[config.mk]
export PLATFORM = sky130hd
export DESIGN_NAME = vqring_cfg
export DESIGN_NICKNAME = d
export VERILOG_FILES = /design/src/hdl/virtqueue_rx_tx_ring_engine_defines.svh /design/src/hdl/vqring_pkg.sv /design/src/hdl/vqring_cfg.sv
export SDC_FILE = /design/constraint.sdc
export NUM_CORES = 1
export LEC_CHECK = 0
export BUFFER_PORTS_ARGS = -buffer_cell sky130_fd_sc_hd__buf_2
export CELL_PAD_IN_SITES_DETAIL_PLACEMENT = 2
export CELL_PAD_IN_SITES_GLOBAL_PLACEMENT = 2
export CORE_MARGIN = 3
export CORE_UTILIZATION = 29
export DETAILED_ROUTE_END_ITERATION = 8
export PLACE_DENSITY_LB_ADDON = 0.1
export SLEW_MARGIN = 20
export SYNTH_ARGS = -nofsm -noshare
export SYNTH_HDL_FRONTEND = slang
export SYNTH_SLANG_ARGS = --single-unit
export TNS_END_PERCENT = 20
[constraint.sdc]
create_clock -name clk -period 2.1 [get_ports clk]
set_clock_uncertainty 0.15 [all_clocks]
set_input_delay 0.525 -clock clk [delete_from_list [all_inputs] [get_ports clk]]
set_output_delay 0.525 -clock clk [all_outputs]
set_load 0.1 [all_outputs]
[src/hdl/virtqueue_rx_tx_ring_engine_defines.svh]
// ----------------------------------------------------------------------------
// virtqueue_rx_tx_ring_engine_defines.svh
// Assertion macros used by the ring engine core (vqring_core).
// ----------------------------------------------------------------------------
`ifndef VIRTQUEUE_RX_TX_RING_ENGINE_DEFINES_SVH
`define VIRTQUEUE_RX_TX_RING_ENGINE_DEFINES_SVH

// Same-cycle implication, masked during reset.
`define VQRING_ASSERT_IMPLY(name, clock, reset, ante, cons) \
  name: assert property (@(posedge clock) disable iff (reset) (ante) |-> (cons)) \
    else $error("vqring: same-cycle check failed");

// Next-cycle implication, masked during reset.
`define VQRING_ASSERT_NEXT(name, clock, reset, ante, cons) \
  name: assert property (@(posedge clock) disable iff (reset) (ante) |=> (cons)) \
    else $error("vqring: next-cycle check failed");

`endif

[src/hdl/vqring_pkg.sv]
// ----------------------------------------------------------------------------
// vqring_pkg
// Types and constants of the virtqueue RX/TX ring engine.
// ----------------------------------------------------------------------------
`timescale 1ns / 1ps
`default_nettype none

package vqring_pkg;

  localparam int HDR_BYTES = 10;
  localparam int TX_LIMIT  = 2048;
  localparam int PADDR_W   = 5;
  localparam int PDATA_W   = 32;

  localparam logic [2:0] REG_LINK_UP = 3'd0;
  localparam logic [2:0] REG_RX_SIZE = 3'd1;
  localparam logic [2:0] REG_TX_SIZE = 3'd2;
  localparam logic [2:0] REG_RX_BASE = 3'd3;
  localparam logic [2:0] REG_TX_BASE = 3'd4;

  typedef enum logic [1:0] {
    REQ_POST = 2'd0,
    REQ_POLL = 2'd1,
    REQ_SEND = 2'd2,
    REQ_NONE = 2'd3
  } req_t;

  typedef enum logic [2:0] {
    ST_FRAME     = 3'd0,
    ST_EMPTY     = 3'd1,
    ST_RECYCLED  = 3'd2,
    ST_DROPPED   = 3'd3,
    ST_DOWN      = 3'd4,
    ST_TX_OK     = 3'd5,
    ST_TX_REJECT = 3'd6,
    ST_POSTED    = 3'd7
  } status_t;

  typedef enum logic [2:0] {
    S_IDLE,
    S_POST_MOD,
    S_POLL_MOD,
    S_POLL_CHK,
    S_RCY_MOD,
    S_TX_MOD,
    S_EMIT
  } state_t;

  typedef struct packed {
    logic        link_up;
    logic [8:0]  rx_queue_size;
    logic [8:0]  tx_queue_size;
    logic [31:0] rx_buf_base;
    logic [31:0] tx_buf_base;
  } cfg_t;

  typedef struct packed {
    logic        start;
    logic [15:0] dividend;
    logic [8:0]  divisor;
  } mod_req_t;

  typedef struct packed {
    logic       done;
    logic [8:0] rem;
  } mod_rsp_t;

  typedef struct packed {
    status_t     status;
    logic [31:0] payload_len;
    logic [15:0] xfer_len;
    logic [31:0] data_addr;
    logic [7:0]  ring_pos;
    logic [7:0]  ring_head;
    logic [15:0] avail_idx;
    logic        notify;
    logic        queue_sel;
  } result_t;

endpackage

`default_nettype wire

[src/hdl/vqring_cfg.sv]
// ----------------------------------------------------------------------------
// vqring_cfg
// APB register file: link state, queue sizes and buffer base addresses.
// ----------------------------------------------------------------------------
`timescale 1ns / 1ps
`default_nettype none

module vqring_cfg (
  input  wire                              clk,
  input  wire                              rst,
  input  wire                              psel,
  input  wire                              penable,
  input  wire                              pwrite,
  input  wire [vqring_pkg::PADDR_W-1:0]    paddr,
  input  wire [vqring_pkg::PDATA_W-1:0]    pwdata,
  output logic [vqring_pkg::PDATA_W-1:0]   prdata,
  output logic                             pready,
  output vqring_pkg::cfg_t                 cfg
);
  import vqring_pkg::*;

  logic [2:0] idx;
  logic       wr;

  assign idx    = paddr[4:2];
  assign wr     = psel && penable && pwrite;
  assign pready = 1'b1;

  always_ff @(posedge clk) begin
    if (rst) begin
      cfg.link_up       <= 1'b0;
      cfg.rx_queue_size <= 9'd256;
      cfg.tx_queue_size <= 9'd256;
      cfg.rx_buf_base   <= '0;
      cfg.tx_buf_base   <= '0;
    end else if (wr) begin
      unique case (idx)
        REG_LINK_UP: cfg.link_up       <= pwdata[0];
        REG_RX_SIZE: cfg.rx_queue_size <= pwdata[8:0];
        REG_TX_SIZE: cfg.tx_queue_size <= pwdata[8:0];
        REG_RX_BASE: cfg.rx_buf_base   <= pwdata;
        REG_TX_BASE: cfg.tx_buf_base   <= pwdata;
        default: ;
      endcase
    end
  end

  always_comb begin
    unique case (idx)
      REG_LINK_UP: prdata = {31'b0, cfg.link_up};
      REG_RX_SIZE: prdata = {23'b0, cfg.rx_queue_size};
      REG_TX_SIZE: prdata = {23'b0, cfg.tx_queue_size};
      REG_RX_BASE: prdata = cfg.rx_buf_base;
      REG_TX_BASE: prdata = cfg.tx_buf_base;
      default:     prdata = '0;
    endcase
  end

endmodule

`default_nettype wire

==> run summary, run 1 <==
status: finished with violations
violated checks: negative setup slack
core area: 13350 um2
final setup vio count: 32
gr ovfl total: 0
CP dominant cell by count: buf_6
residual DRC count: 0
synthesized net count: 434
Top reg by flops: cfg
total track usage: 18.14%
post-synthesis sequential area ratio: 41.79%
R2R depth: 2
worst-path cell chain: buf_8, buf_6, nor3b_4, buf_6, buf_6, a22o_4, buf_12
setup TNS: -5.673 ns
syn_area_per_cell: 10.14 um2
hpwl dp: 9860 um
vias in the first global route: 3781
hold_buf cts: 0
Critical Path Stages: 7
Reg area: 1699 um2
final slew viol count: 0
Final GP Congestion: 0.7277
Largest regs: cfg (83)
VDD IR max: 0.2967 mV
Die W: 123.1 um
H-tree depth: 3
FMAX: 0.4356 GHz
Worst-Margin Slew: 0.5149 ns
Max Root-Sink Buffers: 2
initial DRC count: 114
Worst R2R Start: cfg[29]
die area: 15150 um2
Period minus WS final: 2.296 ns
Fillers: 1394
crit-path leading delay family: buffers and inverters
R2R setup slack: 1.24 ns
max cap viols: 0
CP max stage delay: 0.20 ns
internal power: 2520 uW
Sink Count: 83
commonest non-fill, non-tap cell in the layout: buf_2
synth unique cells: 23
cell area power density: 544.9 nW/um2
crit path kind: in -> out
number of synthesized register bits: 83
Arrival @ worst endpoint: 1.62 ns
FP Rows: 42
crit path max fanout: 8
DR vias/cell: 4.753
area occupied by multi-input gates: 2500 um2
Worst Setup EP: prdata[16]
ANT cells: 0
Top-Level Pins: 158
Reg clk slew, reported paths: 0.06 ns
R2R Path End: cfg[29]
clock group share of total power: 40.3%
Netlist Area Pre-Place: 3976 um2
port bufs: 154
Buf/Inv on CP: 5
Num CTS Buffers: 9
Mapped Cells: 392
net count reported at finish: 590
Critical Path Source Type: input port
most frequent cells in the layout: buf_2, nand2b_1, mux2i_1, dfxtp_1, buf_12
drt pass-1 iters: 4
first-pass GRT wire length: 20780 um
Worst Hold Class: in -> reg
synth-to-layout area growth: 57.02%
CP endpoint kind: output pin
DIE HEIGHT: 123.1 um
clock latency on the worst-skew pair: 0.34 ns
setup ws final: -0.1958 ns
Starting Density: 29.79%
RSZ-0062 raised after global routing: true
Post-Route WL: 13400 um
Hold WS: 0.3221 ns
switching pwr: 882.4 uW
CP startpoint: paddr[3]
slew margin rel.: 65.91%
max reg flops: 83
pin count of the biggest net entering global routing: 117
Vias: 3446
Final ANT Viol Nets: 0
CP Data Required Time: 1.42 ns
Period Utilization, post-route: 109.3%
Hold Vio Cnt, Final: 0
Sw Share: 25.94%
CTS tree: done
Ys Warns: 0
combinational cell fraction of total power: 12.7%
Worst path slowest cell: nor3b_4
Sequential Power Share: 47.0%
drt wl/cell: 18.48 um
cell leakage power: 0.003007 uW
initial antenna violation count: 1
share of cells above drive strength 1: 51.00%
Clock Tree Root: clkbuf_16
==> power by group through the flow <==
stage / logic, uW / clock network (uW) / registers, uW
4_1_cts: 445 / 1420 / 1600
6_report: 433 / 1370 / 1600
3_3_place_gp: 406 / 0 / 1630
5_1_grt: 461 / 1490 / 1600
2_1_floorplan: 195 / 0 / 1710
3_5_place_dp: 414 / 0 / 1630
==> logic make-up after synthesis <==
family,Yosys count,synth area share (%)
muxes,93,23.66
and+or+nand+nor,139,21.59
other,1,0.09431
AOI/OAI and AO/OA,42,8.055
buffers and inverters,34,4.814
DFF,83,41.79
==> area by class of cell <==
type | instances | share of cell area (%)
repair buffers | 179 | 25.41
flip-flops and latches | 83 | 27.21
well taps | 176 | 3.527
clock buffers | 11 | 3.727
multi-input cells | 275 | 40.04
clock inverters | 1 | 0.08016
==> per-stage QoR <==
stage	cell area [um2]	util [%]	total power, uW	instances	worst slack (ns)
2_1_floorplan	4310	-	1909	392	-0.1549
3_3_place_gp	5851	43.83	2038	710	-0.2619
3_5_place_dp	5851	43.83	2047	710	-0.2943
4_1_cts	6271	46.98	3463	727	-0.2105
5_1_grt	6243	46.78	3554	725	-0.2335
6_report	6243	46.78	3402	725	-0.1958
==> what timing repair did <==
item | in CTS | in global routing
cloned | 2 | 0
endpoints found under the setup margin | 32 | 32
setup buffers | 3 | 0
resized for setup | 22 | 9
pin swaps | 3 | 2
==> per-layer routing <==
metal | track usage, % | part of all wire, % | vias up
li1 | - | - | 1652
met1 | 20.31 | 40 | 1688
met5 | 0 | 0.097 | -
met4 | 5.398 | 1.3 | 2
met2 | 33.45 | 53 | 90
met3 | 4.941 | 5.2 | 14
==> how the worst min path moves through the flow <==
stage / from / end / slack (ns) / depth (start not counted)
detailed placement: cfg[37] / cfg[37] / 0.33 / 2
global placement: cfg[37] / cfg[37] / 0.31 / 2
CTS: pwdata[30] / cfg[30] / 0.31 / 3
floorplan: pwdata[8] / cfg[81] / 0.55 / 2
global route: pwdata[17] / cfg[17] / 0.33 / 3
finish: pwdata[17] / cfg[17] / 0.32 / 3
==> worst reg2reg max path, stage by stage (launching register included) <==
cell and delay, ns:
dfxtp_1 0.38, nand2b_1 0.09, mux2i_1 0.16
==> cell usage after synthesis, drive strengths merged <==
| cell | number | share of area [%] |
|---|---|---|
| o22ai | 1 | 0.16 |
| and2 | 2 | 0.31 |
| clkbuf | 18 | 1.7 |
| nor3b | 2 | 0.63 |
| or3b | 1 | 0.22 |
| conb | 1 | 0.094 |
| o21a | 1 | 0.19 |
| nand2b | 114 | 18 |
| dfxtp | 83 | 42 |
| a22oi | 8 | 1.5 |
| o21ai | 9 | 1.1 |
| a22o | 23 | 5.1 |
| nand2 | 11 | 1.0 |
| mux2 | 8 | 2.3 |
| nand4 | 1 | 0.31 |
| and4b | 1 | 0.25 |
| nand3b | 1 | 0.19 |
| nor2 | 4 | 0.38 |
| buf | 16 | 3.1 |
| nor2b | 2 | 0.31 |
| mux2i | 85 | 21 |
Power figures use the tool's default switching activity.
==> run 2, diff against run 1 <==
Settings changed: SETUP_SLACK_MARGIN set to 0.5.
==> run 2 against run 1 <==
The flow still finishes with violations (negative setup slack). Sequential share of layout area is 3.4 points lower. Critical path depth did not move. First-iteration DRC count rose by 7.0%. Die area unchanged. Largest cell class is now non-clock buffers.
==> run summary, run 2 (synthesis gave the netlist of run 1 again) <==
Hold Vio Cnt, Final: 0 (unchanged)
CP endpoint kind: output pin (unchanged)
setup TNS: -7.829 ns (was -5.673 ns)
H-tree depth: 3 (unchanged)
Die W: 123.1 um (unchanged)
commonest non-fill, non-tap cell in the layout: buf_12 (was buf_2)
net count reported at finish: 600 (was 590)
RSZ-0062 raised after global routing: true (unchanged)
Top-Level Pins: 158 (unchanged)
Post-Route WL: 21640 um (was 13400 um)
DIE HEIGHT: 123.1 um (unchanged)
final slew viol count: 0 (unchanged)
drt pass-1 iters: 4 (unchanged)
max cap viols: 0 (unchanged)
cell leakage power: 0.003490 uW (was 0.003007 uW)
clock latency on the worst-skew pair: 0.35 ns (was 0.34 ns)
die area: 15150 um2 (unchanged)
setup ws final: -0.2696 ns (was -0.1958 ns)
vias in the first global route: 4266 (was 3781)
Critical Path Source Type: input port (unchanged)
initial antenna violation count: 0 (was 1)
violated checks: negative setup slack (unchanged)
CTS tree: done (unchanged)
slew margin rel.: 66.09% (was 65.91%)
Sink Count: 83 (unchanged)
Clock Tree Root: clkbuf_16 (unchanged)
Final ANT Viol Nets: 0 (unchanged)
VDD IR max: 0.4753 mV (was 0.2967 mV)
drt wl/cell: 29.29 um (was 18.48 um)
Vias: 3738 (was 3446)
first-pass GRT wire length: 26470 um (was 20780 um)
Period Utilization, post-route: 112.8% (was 109.3%)
Max Root-Sink Buffers: 2 (unchanged)
Worst-Margin Slew: 0.5122 ns (was 0.5149 ns)
Final Instance Count excl. Fillers: 739 (was 725)
FP Rows: 42 (unchanged)
port bufs: 154 (unchanged)
Largest regs: cfg (83) (unchanged)
Reg clk slew, reported paths: 0.06 ns (about the same)
CP Data Required Time: 1.42 ns (about the same)
synth-to-layout area growth: 105.2% (was 57.02%)
Final GP Congestion: 0.7392 (was 0.7277)
Worst Hold Class: in -> reg (unchanged)
initial DRC count: 122 (was 114)
DP Cell Count: 711 (was 710)
CP max stage delay: 0.27 ns (was 0.20 ns)
hold_buf cts: 0 (unchanged)
most frequent cells in the layout: buf_12, nand2b_1, dfxtp_4, mux2i_1, buf_2 (was buf_2, nand2b_1, mux2i_1, dfxtp_1, buf_12)
Worst path slowest cell: a22o_4 (was nor3b_4)
Power Total: 3976 uW (was 3402 uW)
hpwl dp: 10220 um (was 9860 um)
crit path max fanout: 8 (unchanged)
residual DRC count: 0 (unchanged)
DR vias/cell: 5.058 (was 4.753)
max reg flops: 83 (unchanged)
CP dominant cell by count: buf_12 (was buf_6)
cell area power density: 487.3 nW/um2 (was 544.9 nW/um2)
core area: 13350 um2 (unchanged)
ANT cells: 0 (unchanged)
status: finished with violations (unchanged)
Period minus WS final: 2.370 ns (was 2.296 ns)
FMAX: 0.4220 GHz (was 0.4356 GHz)
final setup vio count: 32 (unchanged)
pin count of the biggest net entering global routing: 66 (was 117)
Hold WS: 0.3230 ns (was 0.3221 ns)
Num CTS Buffers: 9 (unchanged)
Top reg by flops: cfg (unchanged)
Arrival @ worst endpoint: 1.69 ns (was 1.62 ns)
worst-path cell chain: buf_8, buf_6, nor2b_4, and2_4, buf_12, a22o_4, buf_12 (was buf_8, buf_6, nor3b_4, buf_6, buf_6, a22o_4, buf_12)
gr ovfl total: 0 (unchanged)
R2R setup slack: 1.11 ns (was 1.24 ns)
share of cells above drive strength 1: 65.01% (was 51.00%)
crit path kind: in -> out (unchanged)
Starting Density: 29.79% (unchanged)
total track usage: 23.73% (was 18.14%)
run 2: what timing repair did:
item                       4_1_cts  5_1_grt
cloned                           3        0
setup endpoints to repair      197      185
gates resized for setup        407      131
setup buffers                    7        2
pin swaps                       26       16
run 2: stage by stage:
| step | worst slack, ns | cell area, um2 | util [%] |
|---|---|---|---|
| after floorplan | -0.1544 | 4367 | - |
| after global placement | -0.5226 | 5854 | 43.86 |
| after detailed placement | -0.5367 | 5854 | 43.86 |
| after CTS | -0.2348 | 7695 | 57.65 |
| after global routing | -0.2989 | 8159 | 61.13 |
| final | -0.2696 | 8159 | 61.13 |
run 2: final cells by class:
| cell class | instances | area (um2) |
|---|---|---|
| fillers | 1113 | 5189 |
| clock buffers | 11 | 242.7 |
| clock inverters | 5 | 100.1 |
| repair buffers | 189 | 3002 |
| multi-input cells | 275 | 2655 |
| flip-flops and latches | 83 | 1939 |
| well taps | 176 | 220.2 |
run 2: final timing paths:
path | startpoint | endpoint | depth (start not counted)
max reg2reg | cfg[31] | cfg[31] | 2
max | paddr[3] | prdata[28] | 7
min reg2reg | cfg[37] | cfg[37] | 2
min | pwdata[9] | cfg[41] | 3
run 2: where the power goes:
group	internal [uW]	switching (uW)
clock network	1190	698
registers	1500	21.3
logic	235	327
total	2930	1050
run 2: critical path: cells and delay by family:
| kind | cells | cell delay [ns] |
|---|---|---|
| AOI/OAI and AO/OA | 1 | 0.27 |
| and+or+nand+nor | 2 | 0.32 |
| buffers and inverters | 4 | 0.58 |
run 2: layer usage:
| layer | vias up | part of all wire, % | global-route usage, % |
|---|---|---|---|
| met5 | - | 0 | 0 |
| li1 | 1689 | - | - |
| met3 | 40 | 3.5 | 4.117 |
| met2 | 123 | 58 | 45.99 |
| met4 | 0 | 2.8 | 7.405 |
| met1 | 1886 | 36 | 26.04 |
==> run 3, diff against run 2 <==
Settings changed: PLACE_DENSITY_LB_ADDON 0.1 to 0.2.
==> run 3 against run 2 <==
Via count is 5.2% lower. Sequential power is 3% higher. Core utilization shrank 5.1 points. Fmax rose by 1.2%. Clock-buffer cell count grew 2. Worst hold slack worse by 0.0045 ns. Highest routed layer unchanged. Final cell count decreased by 0.95%. Combinational power decreased by 9.8%. Sequential share of layout area grew 0.65 points. The run still ends with negative setup slack left. Largest cell class is now multi-input gates. Design area down 8.4%. First-iteration DRC count rose by 21%.
==> run summary, run 3 (synthesis gave the netlist of run 1 again) <==
setup ws final: -0.2422 ns (was -0.2696 ns)
crit path max fanout: 8 (unchanged)
CP endpoint kind: output pin (unchanged)
Top-Level Pins: 158 (unchanged)
clock latency on the worst-skew pair: 0.34 ns (was 0.35 ns)
Period minus WS final: 2.342 ns (was 2.370 ns)
crit-path leading delay family: buffers and inverters (unchanged)
Worst R2R Start: cfg[66] (was cfg[31])
DIE HEIGHT: 123.1 um (unchanged)
share of cells above drive strength 1: 57.55% (was 65.01%)
net count reported at finish: 594 (was 600)
CP dominant cell by count: buf_12 (unchanged)
VDD IR max: 0.4119 mV (was 0.4753 mV)
Fillers: 1216 (was 1113)
cell area power density: 491.4 nW/um2 (was 487.3 nW/um2)
Post-Route WL: 17150 um (was 21640 um)
final slew viol count: 0 (unchanged)
port bufs: 154 (unchanged)
Buf/Inv on CP: 5 (was 4)
Final Instance Count excl. Fillers: 732 (was 739)
most frequent cells in the layout: nand2b_1, buf_12, mux2i_1, buf_2, dfxtp_4 (was buf_12, nand2b_1, dfxtp_4, mux2i_1, buf_2)
drt pass-1 iters: 4 (unchanged)
Reg clk slew, reported paths: 0.06 ns (about the same)
first-pass GRT wire length: 25090 um (was 26470 um)
Arrival @ worst endpoint: 1.67 ns (was 1.69 ns)
gr ovfl total: 0 (unchanged)
Period Utilization, post-route: 111.5% (was 112.8%)
Clock Tree Root: clkbuf_16 (unchanged)
Die W: 123.1 um (unchanged)
HP Start: pwdata[22] (was pwdata[9])
Worst Hold Class: in -> reg (unchanged)
max cap viols: 0 (unchanged)
CP startpoint: paddr[3] (unchanged)
pin count of the biggest net entering global routing: 60 (was 66)
Num CTS Buffers: 9 (unchanged)
ANT cells: 0 (unchanged)
Worst path slowest cell: nor3b_4 (was a22o_4)
FMAX: 0.4269 GHz (was 0.4220 GHz)
vias in the first global route: 4073 (was 4266)
Top reg by flops: cfg (unchanged)
commonest non-fill, non-tap cell in the layout: nand2b_1 (was buf_12)
Finished Cell Area: 7476 um2 (was 8159 um2)
crit path kind: in -> out (unchanged)
final setup vio count: 32 (unchanged)
CP max stage delay: 0.23 ns (was 0.27 ns)
H-tree depth: 3 (unchanged)
cell leakage power: 0.003353 uW (was 0.003490 uW)
synth-to-layout area growth: 88.01% (was 105.2%)
Hold Vio Cnt, Final: 0 (unchanged)
status: finished with violations (unchanged)
die area: 15150 um2 (unchanged)
RSZ-0062 raised after global routing: true (unchanged)
worst-path cell chain: buf_8, buf_6, nor3b_4, buf_12, buf_12, nand2_4, o21ai_4, buf_12 (was buf_8, buf_6, nor2b_4, and2_4, buf_12, a22o_4, buf_12)
Sink Count: 83 (unchanged)
Starting Density: 29.79% (unchanged)
initial antenna violation count: 0 (unchanged)
Max Root-Sink Buffers: 2 (unchanged)
total track usage: 22.30% (was 23.73%)
Final GP Congestion: 0.7242 (was 0.7392)
DP Area: 5867 um2 (was 5854 um2)
drt wl/cell: 23.43 um (was 29.29 um)
CTS tree: done (unchanged)
Critical Path Source Type: input port (unchanged)
core area: 13350 um2 (unchanged)
residual DRC count: 0 (unchanged)
violated checks: negative setup slack (unchanged)
Vias: 3544 (was 3738)
DR vias/cell: 4.842 (was 5.058)
hold_buf cts: 0 (unchanged)
hpwl dp: 10240 um (was 10220 um)
DP Cell Count: 711 (unchanged)
initial DRC count: 148 (was 122)
max reg flops: 83 (unchanged)
Final ANT Viol Nets: 0 (unchanged)
Largest regs: cfg (83) (unchanged)
CP Data Required Time: 1.42 ns (about the same)
FP Rows: 42 (unchanged)
[run 3: per-layer routing]
layer | track usage, % | wire length, um
met2 | 43.76 | 9890
met5 | 0 | 0
met3 | 6.633 | 778
met1 | 23.22 | 6308
met4 | 4.706 | 176
[run 3: final cells by class]
type,instances,area [um2],area share [%]
clock buffer,13,260.3,3.481
clock inverter,2,35.03,0.4686
multi-input combinational,275,2623,35.08
sequential,83,1826,24.42
tap,176,220.2,2.946
timing repair buffer,183,2512,33.61
[run 3: power breakdown]
part | internal [uW] | switching (uW) | total (uW)
logic | 206 | 302 | 507
registers | 1540 | 17.9 | 1560
clock network | 979 | 630 | 1610
total | 2720 | 950 | 3670
[run 3: timing repair]
action,CTS,global route
setup buffers,5,0
cloned,1,0
endpoints found under the setup margin,188,183
pin swaps,13,7
resized for setup,262,97
[run 3: worst paths after layout]
path	endpoint	slack (ns)	cells past startpoint
worst max-delay path	prdata[4]	-0.24	8
worst min-delay path	cfg[22]	0.32	3
worst max register to register	cfg[66]	1.15	2
worst min register to register	cfg[35]	0.36	2
[run 3: worst register-to-register path: cells and delay by family, from the launching register on]
family        cells  cell delay (ns)
flops             1             0.38
mux               1             0.22
simple gates      1             0.11
[run 3: metrics by stage]
step / TNS, ns / hold WS, ns / utilization (%) / setup WS (ns) / power [uW]
after floorplan: -1.935 / 0.5433 / - / -0.1544 / 1919
after global placement: -9.478 / 0.3162 / 43.95 / -0.4631 / 2039
after detailed placement: -10.83 / 0.3266 / 43.95 / -0.6197 / 2051
after CTS: -5.455 / 0.3025 / 53.67 / -0.2195 / 3731
after global routing: -7.546 / 0.3163 / 56.01 / -0.2707 / 3818
final: -6.570 / 0.3185 / 56.01 / -0.2422 / 3673
